## src/design/fbc_pkg.sv

```systemverilog
// Shared types and constants for the frustum box cull unit.
`timescale 1ns / 1ps
`default_nettype none
package fbc_pkg;

  localparam int NUM_PLANES = 6;
  localparam int NUM_AXES   = 3;
  localparam int COORD_W    = 20;
  localparam int EXTENT_W   = 16;
  localparam int HI_W       = COORD_W + 1;
  localparam int COEF_W     = 16;
  localparam int PROD_W     = COEF_W + HI_W;
  localparam int DOT_W      = PROD_W + 2;
  localparam int PLANE_W    = 4 * COEF_W;
  localparam int CORNER_W   = NUM_AXES * COORD_W;
  localparam int REG_IDX_W  = 3;

  typedef logic [REG_IDX_W-1:0] reg_idx_t;

  // Register indexes on the configuration port.
  localparam reg_idx_t REG_PLANE_NEAR   = 3'd0;
  localparam reg_idx_t REG_PLANE_RIGHT  = 3'd1;
  localparam reg_idx_t REG_PLANE_LEFT   = 3'd2;
  localparam reg_idx_t REG_PLANE_TOP    = 3'd3;
  localparam reg_idx_t REG_PLANE_BOTTOM = 3'd4;
  localparam reg_idx_t REG_PLANE_FAR    = 3'd5;
  localparam reg_idx_t REG_CORNER_LOW   = 3'd6;
  localparam reg_idx_t REG_CORNER_HIGH  = 3'd7;

  // Query command codes.
  localparam logic CMD_BOX   = 1'b0;
  localparam logic CMD_POINT = 1'b1;

  // One query as it travels down the row of cells.
  typedef struct packed {
    logic                              valid;
    logic                              is_point;
    logic                              visible;
    logic [NUM_AXES-1:0][COORD_W-1:0]  lo;
    logic [NUM_AXES-1:0][HI_W-1:0]     hi;
  } query_t;

endpackage
`default_nettype wire

```

## src/design/fbc_bounds_check.sv

```systemverilog
// Last cell: holds the frustum corner bounds and registers the final result.
`timescale 1ns / 1ps
`default_nettype none
module fbc_bounds_check (
  input  wire logic                         clk,
  input  wire logic                         rst_n,
  input  wire logic                         low_we,
  input  wire logic                         high_we,
  input  wire logic [fbc_pkg::CORNER_W-1:0] cfg_data,
  input  wire fbc_pkg::query_t              q_in,
  output logic                              out_valid,
  output logic                              out_visible
);

  logic [fbc_pkg::CORNER_W-1:0] corner_low_r;
  logic [fbc_pkg::CORNER_W-1:0] corner_high_r;
  logic                         out_valid_r;
  logic                         out_visible_r;
  logic                         outside;

  always_ff @(posedge clk) begin
    if (!rst_n) begin
      corner_low_r  <= '0;
      corner_high_r <= '0;
    end else begin
      if (low_we) begin
        corner_low_r <= cfg_data;
      end
      if (high_we) begin
        corner_high_r <= cfg_data;
      end
    end
  end

  // The box is rejected when every frustum corner lies past one of its faces.
  always_comb begin
    logic signed [fbc_pkg::HI_W-1:0] clo;
    logic signed [fbc_pkg::HI_W-1:0] chi;
    logic signed [fbc_pkg::HI_W-1:0] blo;
    outside = 1'b0;
    for (int k = 0; k < fbc_pkg::NUM_AXES; k++) begin
      clo = $signed({corner_low_r[k*fbc_pkg::COORD_W + fbc_pkg::COORD_W-1],
                     corner_low_r[k*fbc_pkg::COORD_W +: fbc_pkg::COORD_W]});
      chi = $signed({corner_high_r[k*fbc_pkg::COORD_W + fbc_pkg::COORD_W-1],
                     corner_high_r[k*fbc_pkg::COORD_W +: fbc_pkg::COORD_W]});
      blo = $signed({q_in.lo[k][fbc_pkg::COORD_W-1], q_in.lo[k]});
      if (clo > $signed(q_in.hi[k]) || chi < blo) begin
        outside = 1'b1;
      end
    end
  end

  always_ff @(posedge clk) begin
    if (!rst_n) begin
      out_valid_r <= 1'b0;
    end else begin
      out_valid_r <= q_in.valid;
    end
  end

  always_ff @(posedge clk) begin
    out_visible_r <= q_in.visible & ~(q_in.is_point == fbc_pkg::CMD_BOX && outside);
  end

  assign out_valid   = out_valid_r;
  assign out_visible = out_visible_r;

endmodule
`default_nettype wire

```

## config.mk

```make
export PLATFORM = sky130hd
export DESIGN_NAME = fbc_bounds_check
export DESIGN_NICKNAME = d
export VERILOG_FILES = /design/src/design/fbc_pkg.sv /design/src/design/fbc_bounds_check.sv
export SDC_FILE = /design/constraint.sdc
export NUM_CORES = 1
export LEC_CHECK = 0
export BUFFER_PORTS_ARGS = -buffer_cell sky130_fd_sc_hd__buf_4
export CAP_MARGIN = 20
export CORE_MARGIN = 2
export CORE_UTILIZATION = 49
export DETAILED_ROUTE_END_ITERATION = 7
export PLACE_DENSITY = 0.8
export SLEW_MARGIN = 5
export SYNTH_ARGS = -nofsm -noshare
export SYNTH_HDL_FRONTEND = slang
export SYNTH_SLANG_ARGS = --single-unit
```

## constraint.sdc

```tcl
create_clock -name clk -period 2 [get_ports clk]
set_input_delay 0.1 -clock clk [delete_from_list [all_inputs] [get_ports clk]]
set_output_delay 0.1 -clock clk [all_outputs]
set_load 0.05 [all_outputs]
```

# [Yosys cells after proc, flatten, opt, wreduce, memory -nomap -nowiden]
# Cells that the tools add are included.
[classes] n_lt_le_gt_ge=6 n_mux=3 n_bitwise=3 reduce_logical=4
[ops] op="20-bit by 21-bit > comparator with 1-bit output" count=3
[ops] op="20-bit less-than comparator" count=3
[ops] op="1-bit logical OR" count=3
[ops] op="1-bit two-way mux" count=3
[ops] op="1-bit NOT" count=2
[ops] op="1-bit AND" count=1
[ops] op="1-bit logical AND" count=1
[totals] reg_bits=122 output_inout_bits=2 wordCells=20

# [Depth between registers and ports, before layout]
[logic_depth] word_depth=8 mapped_depth=9 depth_no_buf=9

# [Worst setup path after synthesis]
# Ideal clock, no wire load.
[synth_timing] path_type="register -> register" startpoint="register corner_high_r[39] (netlist name)" endpoint="register out_visible_r (netlist: out_visible)" setup_ps=60 arrival_time_ps=2071 required_time_ps=1940 setup_slack_ps=-132 path_stages_with_launch=9 path_buffers=0 synth_period_minus_slack_ps=2132 cell_sequence="dfxtp_1 > ha_1 > and4_1 > nand2_1 > or4b_1 > o211ai_2 > xor2_1 > a2111oi_2 > a32o_1"
[synth_via] elab_chain_len=7
[synth_lines] item="start, declared" line="fbc_bounds_check.sv:16" rtl="logic [fbc_pkg::CORNER_W-1:0] corner_high_r;"
[synth_lines] item="start signal, assigned" line="fbc_bounds_check.sv:30" rtl="corner_high_r <= cfg_data;"
[synth_lines] item="20-bit less-than comparator" line="fbc_bounds_check.sv:47" rtl="if (clo > $signed(q_in.hi[k]) || chi < blo) begin"
[synth_lines] item="1-bit logical OR" line="fbc_bounds_check.sv:47"
[synth_lines] item="1-bit two-way mux (2 in a row)" line="fbc_bounds_check.sv:47"
[synth_lines] item="1-bit logical AND" line="fbc_bounds_check.sv:62" rtl="out_visible_r <= q_in.visible & ~(q_in.is_point == fbc_pkg::CMD_BOX && outside);"
[synth_lines] item="1-bit NOT" line="fbc_bounds_check.sv:62"
[synth_lines] item="1-bit AND" line="fbc_bounds_check.sv:62"
[synth_lines] item="end signal, assigned" line="fbc_bounds_check.sv:62"
[synth_lines] item="end, declared" line="fbc_bounds_check.sv:18" rtl="logic out_visible_r;"
# No other way between the ends.
# A chain may end at the register's enable or synchronous reset.

# [Final worst setup path]
[layout_timing] startpoint="register corner_high_r[31] (netlist name)" endpoint="register out_visible_r (netlist: out_visible)"
# Same word-level chain as after synthesis.

==> reports/qor.csv <==
metric,value,unit
outcome,finished with violations,
failing checks,setup timing,
number of remaining DRC errors,0,
Worst-path clk slew,50,ps
CP Max Fanout,2,
final worst path period share,1.099,
RSZ-0062 raised after global routing,true,
initial antenna violation count,0,
HPWL after DPL,14010,um
initial drt markers,249,
total die area,0.01646,sq mm
fin util,0.7184,
Worst Setup Start Kind,flip-flop,
Max-Cap Viols,0,
PD cells,645.7,mW/mm^2
DR WL/cell,15.39,um
Avg Inst Size Synth,9.166,sq um
total gr overflow,0,
r2r worst-path depth,8,
post-synthesis register bit count,122,
clock skew,5.014,ps
fraction of registers with async set or reset after synthesis,0,
Lkg Pwr,5.580,nW
"Clk Latency, worst-skew pair",410,ps
share of layout cells above drive strength 1,0.2574,
WL final,20050,um
H-tree Lvls,4,
Antenna Cells,0,
Synth Instances,826,
Layout fillers,1036,
Vias,6580,
final setup fails,1,
first-pass GRT wire length,31810,um
WP data arrival,2500,ps
Final Worst Setup Slack,-197.1,ps
Die Width,128.3,um
Peak VDD IR,0.5444,mV
CTS Buf Count,17,
Slew Limit Fails,0,
initial core utilization,0.4999,
Rel. slew slack,0.6802,
Required @ worst endpoint,2300,ps
io pins,192,
"antenna viol nets, final",0,
crit path time final,2197,ps
WHS Path Cells,2,
HP Class,input pin to flip-flop,
vias in the first global route,6816,
Finished Cell Area,0.01088,sq mm
Unique masters post-synth,44,
FP Rows,45,
largest net degree at the start of global routing,62,
Most used DFF post-synth,dfxtp_1,
gpl congestion,0.8091,
critical path class,flip-flop to flip-flop,
Crit. End Element,flip-flop,
CTS sink cnt,122,
core box area,0.01515,sq mm
CTS tree,done,
setup_tns,-197.1,ps
Fmax,455.1,MHz
"Cell Area, Synth",0.007571,sq mm
"commonest cells after routing, fill and taps aside","buf_4, nor2b_1, inv_1",
Final nets,1415,
Final Hold Violating Endpoints,0,
WHS,78.18,ps
port bufs,191,
number of synthesis warnings,0,
net count after synthesis,1136,
Longest Clk Path Bufs,2,
overall routing resource usage,0.2460,
measured slew at the worst slew-check pin,475.7,ps
"EDFF count, synth",0,
DP Area,0.009430,sq mm
root buf cell,clkbuf_16,
sequential area share after synthesis,0.3226,
Vert. Die Dim,128.3,um
First-pass DRT Iterations,4,
DR vias/cell,5.050,
"most common cell after layout, fill and taps aside",buf_4,
area delta synth->final,43.71,%
## layout make-up
class / count / area [sq um] / share of cell area
sequential: 122 / 2454 / 0.2255
multi-input combinational: 554 / 4832 / 0.4441
clock inverter: 2 / 35.03 / 0.003220
tap: 188 / 235.2 / 0.02162
timing repair buffer: 287 / 2350 / 0.2160
clock buffer: 27 / 513.0 / 0.04715
inverter: 123 / 461.7 / 0.04243
## sequential cells by signal, summed over array words and instances (netlist names)
register	cells
out_visible	1
out_valid	1
corner_high_r	60
corner_low_r	60
## where the power goes
group | switching, mW | internal (mW) | total [mW]
sequential | 0.0915 | 2.58 | 2.68
combinational | 0.654 | 0.827 | 1.48
clock | 1.02 | 1.85 | 2.87
total | 1.76 | 5.26 | 7.03
## worst max-delay path: stages (launching register included)
cell and delay [ps]:
dfxtp_1 330, ha_4 270, and4_4 230, nand2_1 80
or4b_4 570, o211ai_4 110, xor2_2 200, a2111oi_4 50
a32o_1 250
## cell usage after synthesis, drive strengths merged (4+ instances only)
master   instances  area share
buf              4      0.0020
nor2            14      0.0069
nand3           12      0.0079
a211oi           6      0.0059
mux2i          121        0.16
nor2b          124        0.10
a21oi           41       0.027
nand2           27       0.013
nor3             4      0.0026
o21ai           23       0.016
nand4           13       0.011
dfxtp          122        0.32
clkbuf          23       0.011
and4             4      0.0046
a2111oi          4      0.0055
a21o             5      0.0050
inv            123       0.061
ha             120        0.20
## metrics by stage
| stage | std cells | setup slack, ps | power, mW |
|---|---|---|---|
| 6_report | 1303 | -197.1 | 7.026 |
| 5_1_grt | 1303 | -259.5 | 7.374 |
| 4_1_cts | 1303 | -217.4 | 7.000 |
| 3_5_place_dp | 1210 | -317.4 | 4.000 |
| 3_3_place_gp | 1210 | -262.1 | 3.960 |
| 2_1_floorplan | 826 | -13.48 | 3.419 |
## routing by layer
metal  up-vias  wire [um]  GRT usage
li1       3355          -          -
met3        31       1138    0.07053
met5         -          0          0
met2       186       9737     0.4290
met1      3008       8813     0.2953
met4         0        361    0.07046
## worst paths after layout
path                                   startpoint                end  slack [ps]
worst min-delay path                        rst_n  corner_high_r[26]          80
worst min register to register   corner_high_r[2]   corner_high_r[2]         520
worst max register to register  corner_high_r[31]        out_visible        -200
worst max-delay path            corner_high_r[31]        out_visible        -200
## logic make-up after synthesis
| logic type | synth area share |
|---|---|
| AO/OA/AOI/OAI | 0.08065 |
| XOR/XNOR | 0.002314 |
| adder cells (fa/ha/maj) | 0.1983 |
| buffers and inverters | 0.07437 |
| flip-flops | 0.3226 |
| multiplexers | 0.1600 |
| AND/OR/NAND/NOR | 0.1618 |
## timing repair
| action | 4_1_cts | 5_1_grt |
|---|---|---|
| gates resized for setup | 7 | 37 |
| hold buffers | 63 | 0 |
| buffers inserted | 1 | 1 |
| pin swaps | 4 | 15 |
| setup endpoints to repair | 1 | 1 |
| endpoints found under the hold margin | 116 | 0 |
(Power assumes the default switching activity.)
