[config.mk]
export PLATFORM = sky130hd
export DESIGN_NAME = fbc_plane_cell
export DESIGN_NICKNAME = d
export VERILOG_FILES = /design/src/design/fbc_pkg.sv /design/src/design/fbc_plane_cell.sv
export SDC_FILE = /design/constraint.sdc
export NUM_CORES = 2
export LEC_CHECK = 0
export ABC_AREA = 1
export BUFFER_PORTS_ARGS = -buffer_cell sky130_fd_sc_hd__buf_2
export CORE_MARGIN = 2
export CORE_UTILIZATION = 35
export DETAILED_ROUTE_END_ITERATION = 10
export GPL_TIMING_DRIVEN = 0
export HOLD_SLACK_MARGIN = 0.02
export PLACE_DENSITY_LB_ADDON = 0.12
export SYNTH_ARGS = -nofsm -noshare
export SYNTH_HDL_FRONTEND = slang
export SYNTH_SLANG_ARGS = --single-unit
[constraint.sdc]
create_clock -name clk -period 6.7 [get_ports clk]
set_clock_uncertainty 0.2 [all_clocks]
set_input_delay 0.335 -clock clk [delete_from_list [all_inputs] [get_ports clk]]
set_output_delay 0.335 -clock clk [all_outputs]
set_load 0.02 [all_outputs]
[src/design/fbc_pkg.sv]
// Shared types and constants for the frustum box cull unit.
`timescale 1ns / 1ps
`default_nettype none
package fbc_pkg;

  localparam int NUM_PLANES = 6;
  localparam int NUM_AXES   = 3;
  localparam int COORD_W    = 20;
  localparam int EXTENT_W   = 16;
  localparam int HI_W       = COORD_W + 1;
  localparam int COEF_W     = 16;
  localparam int PROD_W     = COEF_W + HI_W;
  localparam int DOT_W      = PROD_W + 2;
  localparam int PLANE_W    = 4 * COEF_W;
  localparam int CORNER_W   = NUM_AXES * COORD_W;
  localparam int REG_IDX_W  = 3;

  typedef logic [REG_IDX_W-1:0] reg_idx_t;

  // Register indexes on the configuration port.
  localparam reg_idx_t REG_PLANE_NEAR   = 3'd0;
  localparam reg_idx_t REG_PLANE_RIGHT  = 3'd1;
  localparam reg_idx_t REG_PLANE_LEFT   = 3'd2;
  localparam reg_idx_t REG_PLANE_TOP    = 3'd3;
  localparam reg_idx_t REG_PLANE_BOTTOM = 3'd4;
  localparam reg_idx_t REG_PLANE_FAR    = 3'd5;
  localparam reg_idx_t REG_CORNER_LOW   = 3'd6;
  localparam reg_idx_t REG_CORNER_HIGH  = 3'd7;

  // Query command codes.
  localparam logic CMD_BOX   = 1'b0;
  localparam logic CMD_POINT = 1'b1;

  // One query as it travels down the row of cells.
  typedef struct packed {
    logic                              valid;
    logic                              is_point;
    logic                              visible;
    logic [NUM_AXES-1:0][COORD_W-1:0]  lo;
    logic [NUM_AXES-1:0][HI_W-1:0]     hi;
  } query_t;

endpackage
`default_nettype wire

[src/design/fbc_plane_cell.sv]
// One plane cell: holds one frustum plane and tests each passing query against it.
`timescale 1ns / 1ps
`default_nettype none
module fbc_plane_cell (
  input  wire logic                        clk,
  input  wire logic                        rst_n,
  input  wire logic                        cfg_we,
  input  wire logic [fbc_pkg::PLANE_W-1:0] cfg_data,
  input  wire fbc_pkg::query_t             q_in,
  output fbc_pkg::query_t                  q_out
);

  logic [fbc_pkg::PLANE_W-1:0] plane_r;
  fbc_pkg::query_t             q1_r;
  fbc_pkg::query_t             q2_r;
  fbc_pkg::query_t             q2_nxt;
  logic signed [fbc_pkg::PROD_W-1:0] prod_nxt [fbc_pkg::NUM_AXES];
  logic signed [fbc_pkg::PROD_W-1:0] prod_r   [fbc_pkg::NUM_AXES];
  logic [fbc_pkg::COEF_W-1:0]        d_r;
  logic signed [fbc_pkg::DOT_W-1:0]  dot;

  always_ff @(posedge clk) begin
    if (!rst_n) begin
      plane_r <= '0;
    end else if (cfg_we) begin
      plane_r <= cfg_data;
    end
  end

  // Stage one: pick the corner farthest in front of the plane and multiply.
  // A point uses its origin on every axis.
  always_comb begin
    logic signed [fbc_pkg::COEF_W-1:0] coef;
    logic signed [fbc_pkg::HI_W-1:0]   sel;
    for (int k = 0; k < fbc_pkg::NUM_AXES; k++) begin
      coef = $signed(plane_r[k*fbc_pkg::COEF_W +: fbc_pkg::COEF_W]);
      if (q_in.is_point == fbc_pkg::CMD_BOX && !coef[fbc_pkg::COEF_W-1]) begin
        sel = $signed(q_in.hi[k]);
      end else begin
        sel = $signed({q_in.lo[k][fbc_pkg::COORD_W-1], q_in.lo[k]});
      end
      prod_nxt[k] = fbc_pkg::PROD_W'(coef) * fbc_pkg::PROD_W'(sel);
    end
  end

  always_ff @(posedge clk) begin
    if (!rst_n) begin
      q1_r <= '0;
    end else begin
      q1_r <= q_in;
    end
  end

  always_ff @(posedge clk) begin
    for (int k = 0; k < fbc_pkg::NUM_AXES; k++) begin
      prod_r[k] <= prod_nxt[k];
    end
    d_r <= plane_r[3*fbc_pkg::COEF_W +: fbc_pkg::COEF_W];
  end

  // Stage two: sum the products and the offset term, which is d scaled by 16
  // so that all terms carry 18 fraction bits.
  assign dot = {{2{prod_r[0][fbc_pkg::PROD_W-1]}}, prod_r[0]}
             + {{2{prod_r[1][fbc_pkg::PROD_W-1]}}, prod_r[1]}
             + {{2{prod_r[2][fbc_pkg::PROD_W-1]}}, prod_r[2]}
             + {{(fbc_pkg::DOT_W-fbc_pkg::COEF_W-4){d_r[fbc_pkg::COEF_W-1]}}, d_r, 4'b0000};

  always_comb begin
    q2_nxt         = q1_r;
    q2_nxt.visible = q1_r.visible & ~dot[fbc_pkg::DOT_W-1];
  end

  always_ff @(posedge clk) begin
    if (!rst_n) begin
      q2_r <= '0;
    end else begin
      q2_r <= q2_nxt;
    end
  end

  assign q_out = q2_r;

endmodule
`default_nettype wire

# --- After elaboration in Yosys (flattened, before gate mapping) ---
# Memory sizes are Yosys's and may differ from the RTL's.
# Cells that the tools add are included.
totals:
  regBits: 332
  ramBits: 111
  input_bits: 193
  memories: 1
op_classes:
  add_sub_neg: 3
  n_mul: 3
  mux: 3
  n_bitwise: 3
  reduce_logical: 6
memory_table:
  columns: ["name", "depth", "width", "read_ports", "rd_clocked_by_memory_dff", "wr", "line", "source"]
  rows:
  - ["prod_r", 3, 37, 3, 0, 3, "fbc_plane_cell.sv:18", "logic signed [fbc_pkg::PROD_W-1:0] prod_r [fbc_pkg::NUM_AXES];"]
ops:
  columns: ["cell", "n"]
  rows:
  - ["$mul 16x21->37", 3]
  - ["$mux 21", 3]
  - ["$add 38x37->39", 1]
  - ["$add 39x39->39", 1]
  - ["$add 37x37->38", 1]
  - ["$logic_and 1x1->1", 3]
  - ["$logic_not 1->1", 3]
  - ["$not 1->1", 2]
  - ["$and 1x1->1", 1]

# --- Longest topological paths before layout ---
logic_depth:
  depth_word: 5
  mapped_depth: 31
  ltp_nobuf: 30

# --- Worst setup path before layout ---
# Ideal clock, no wire load.
synth_path:
  path_type: "reg2reg"
  startpoint: "register plane_r[15] (netlist name)"
  endpoint: "memory prod_r[0][24] (netlist name)"
  setup_time_ns: 0.072
  t_arrival_ns: 5.648
  setup_slack_ns: 0.780
  path_stages_with_launch: 29
  path_buffers: 2
  cell_sequence: "dfxtp_1 > nor2_2 > buf_4 > nor2_1 > inv_2 > o21ai_2 > buf_2 > nor2_1 > inv_1 > fa_1 > inv_1 > fa_1 > inv_1 > fa_1 > inv_1 > fa_1 > fa_1 > inv_1 > fa_1 > inv_1 > ha_1 > nand2_2 > nor2_2 > inv_2 > nor2_4 > nand3_1 > or2_1 > nand3b_1 > xor2_1"
synth_lines:
  columns: ["item", "line", "source"]
  rows:
  - ["start: declaration", "fbc_plane_cell.sv:13", "logic [fbc_pkg::PLANE_W-1:0] plane_r;"]
  - ["start signal: assignment", "fbc_plane_cell.sv:26", "plane_r <= cfg_data;"]
  - ["end: declaration", "fbc_plane_cell.sv:18", null]

==> metrics.log <==
[metrics] area grow syn2layout: 19.2%
[metrics] primary flip-flop cell chosen by synthesis mapping: dfxtp_1
[metrics] Distinct cells, synth: 42
[metrics] post-synth net total: 7866
[metrics] total die area: 0.154 mm²
[metrics] cell types occupying the most area after synthesis: fa_1, dfxtp_1, inv_1
[metrics] fin. max-slew vios: 0
[metrics] global-route wire length before repair: 270000 µm
[metrics] warning count from the yosys run: 0
[metrics] outcome: completed
[metrics] fill cell instance count of the final layout: 15387
[metrics] delay of the slowest cell on the worst path: 0.64 ns
[metrics] Reg-to-Reg Start: plane_r[15]
[metrics] total number of vias: 41686
[metrics] setup slack of the worst register-to-register path: 0.16 ns
[metrics] detailed-placement wirelength estimate: 154000 µm
[metrics] final count of hold timing violations: 0
[metrics] top-area cell type share of the netlist area: 40.4%
[metrics] count of clock tree sinks: 443
[metrics] Max Buffers Root-to-Sink: 3
[metrics] fraction of layout cells with a size suffix above 1: 13.0%
[metrics] residual antenna-violating net count after detailed routing: 0
[metrics] Mapped Area: 0.0529 mm²
[metrics] register bit count reported by yosys: 443
[metrics] post-layout utilization of the core: 42.0%
[metrics] Buf+Inv Stages, Crit Path: 6
[metrics] max-slew headroom at the worst pin: 22.3%
[metrics] overflow left after global routing: 0
[metrics] core region area: 0.150 mm²
[metrics] Site Rows: 142
[metrics] CP Max Fanout: 10
[metrics] Die W: 393 µm
[metrics] share of synthesized registers carrying an async set or reset: 0%
[metrics] mean number of vias per cell: 4.64
[metrics] clock transition at the registers of the reported paths: 0.06 ns
[metrics] height of the chip: 393 µm
[metrics] post-synthesis sequential area ratio: 16.8%
[metrics] critical path's top delay family: adder cells
[metrics] antenna violations before repair: 7
[metrics] Placer Congestion: 0.922
[metrics] number of I/O port buffers: 317
[metrics] worst min-delay path endpoint: d_r[15]
[metrics] average size of a mapped cell: 8.40 µm²
[metrics] category of the worst setup path capture point: flip-flop
[metrics] count of unresolved DRC violations after routing: 0
[metrics] Crit path required time: 7.07 ns
[metrics] master cell of the clock root buffer: clkbuf_16
[metrics] worst reg2reg path endpoint: prod_r[0][36]
[metrics] # H-tree levels: 2
[metrics] kind of critical path: reg -> reg
[metrics] RSZ-0062 raised after global routing: yes
[metrics] TritonCTS clock tree: done
[metrics] Crit-path slowest cell: fa_2
[metrics] worst path arrival time: 6.92 ns
[metrics] number of instances in the synthesized netlist: 6293
[metrics] WL/cell: 20.0 µm
[metrics] num ports: 319
[metrics] Iter 0 DRT Violations: 2742
[metrics] number of max-capacitance violations reported: 0
[metrics] depth of the most critical reg-to-reg path: 26
[metrics] library cell with the largest summed area after synthesis: fa_1
[metrics] initial core utilization: 35.2%
[metrics] endpoints failing setup: 0
[metrics] timing-limited maximum frequency: 153 MHz
[metrics] number of global-route vias before repair: 42980
[metrics] clock period minus worst slack: 6.54 ns
[metrics] worst hold stages: 0
[metrics] fraction of the cycle the final worst path needs: 97.7%
[metrics] startpoint of the worst hold path: plane_r[63]
[metrics] actual slew at the worst max-slew pin: 1.17 ns
[metrics] count of flip-flops with a built-in enable after synthesis: 0
[metrics] number of buffers created by CTS: 52
[metrics] type of element launching the critical path: flip-flop
[metrics] final wirelength: 179000 µm
[metrics] class of the tightest hold or removal check: reg -> reg
[metrics] clock network latency to the later pin of the worst-skew pair: 0.68 ns
[metrics] total iterations of the first detailed-routing run: 5
[metrics] Net count, final: 8501
[metrics] Total Routing Usage GR: 23.7%
[metrics] largest net degree at the start of global routing: 19
[cells in the mapped netlist, drive strengths merged (21+ instances only)]
library cell  instances
a21oi               164
o21ai               173
nand3               113
buf                  54
nor2                632
nand2              1270
clkbuf              105
clkinv               24
ha                  314
xor2                 69
fa                 1066
or2                  72
dfxtp               443
inv                1660
o21bai               21
[per-layer routing]
layer / vias up / GRT usage, % / routed length, µm
li1: 19367 / - / -
met1: 20985 / 33.3 / 80500
met2: 1131 / 38.1 / 83800
met3: 201 / 2.82 / 9510
met4: 2 / 7.04 / 5560
met5: - / 0 / 13
[layout by cell type (no fill, tap or decap), drive strengths merged, types with 164 or more instances in the layout]
master       instances
dfxtp              443
nand2             1270
fa                1066
o21ai              173
buf                424
dlygate4sd3        196
clkbuf             191
inv               1662
a21oi              164
nor2               632
ha                 314
[per-stage QoR]
| step | worst slack (ns) | instances | setup TNS [ns] | instance area, µm² | hold WS (ns) |
|---|---|---|---|---|---|
| finish | 0.155 | 8989 | 0 | 63000 | 0.142 |
| global route | -0.0835 | 8988 | -0.402 | 63000 | 0.151 |
| CTS | -0.0728 | 8921 | -0.154 | 61200 | 0.131 |
| detailed placement | -1.01 | 8626 | -34.35 | 57000 | 0.135 |
| global placement | -1.04 | 8626 | -35.80 | 57000 | 0.132 |
| floorplan | 0.780 | 6293 | 0 | 52900 | 0.126 |
[timing repair]
| item | CTS | global route |
|---|---|---|
| setup endpoints to repair | 54 | 65 |
| endpoints found under the hold margin | 191 | 0 |
| gates resized for setup | 104 | 321 |
| pin swaps | 8 | 28 |
| hold buffers | 196 | 0 |
| gates cloned | 0 | 2 |
| buffers inserted | 7 | 69 |
[sequential cells by signal, summed over array words and instances (netlist names)]
signal / cells
prod_r: 111
plane_r: 64
d_r: 16
q_out: 126
q1_r: 126
[area by class of cell]
class                      count  area, µm²  area share [%]
buffer                       149        759            1.21
clock inverter                26        337           0.534
tap                         2016       2520            4.00
clock buffer                  72       1470            2.33
sequential                   443       8880            14.1
timing repair buffer         590       4240            6.74
antenna                        1       2.50         0.00397
timing repair inverter         1       6.26         0.00993
multi-input combinational   4007      38400            60.9
inverter                    1684       6410            10.2
[logic make-up after synthesis]
family | synth area share [%]
AND/OR/NAND/NOR | 16.3
adder cells (fa/ha/maj) | 47.8
buffers and inverters | 13.2
AO/OA/AOI/OAI | 4.51
flip-flops | 16.8
XOR/XNOR | 1.41
[how the worst max path moves through the flow]
stage	endpoint	from	cells after the start	slack [ns]
final	prod_r[0][36]	plane_r[15]	26	0.16
after CTS	prod_r[0][110]	plane_r[47]	25	-0.07
after global placement	prod_r[0][35]	q_in[124]	24	-1.04
after detailed placement	prod_r[0][35]	q_in[124]	24	-1.01
after global routing	prod_r[0][73]	plane_r[31]	27	-0.08
after floorplan	prod_r[0][24]	plane_r[15]	28	0.78
Power is left out: the tool's default activity adds up to more than one toggle a clock period on the data nets, which glitch-free logic cannot reach.
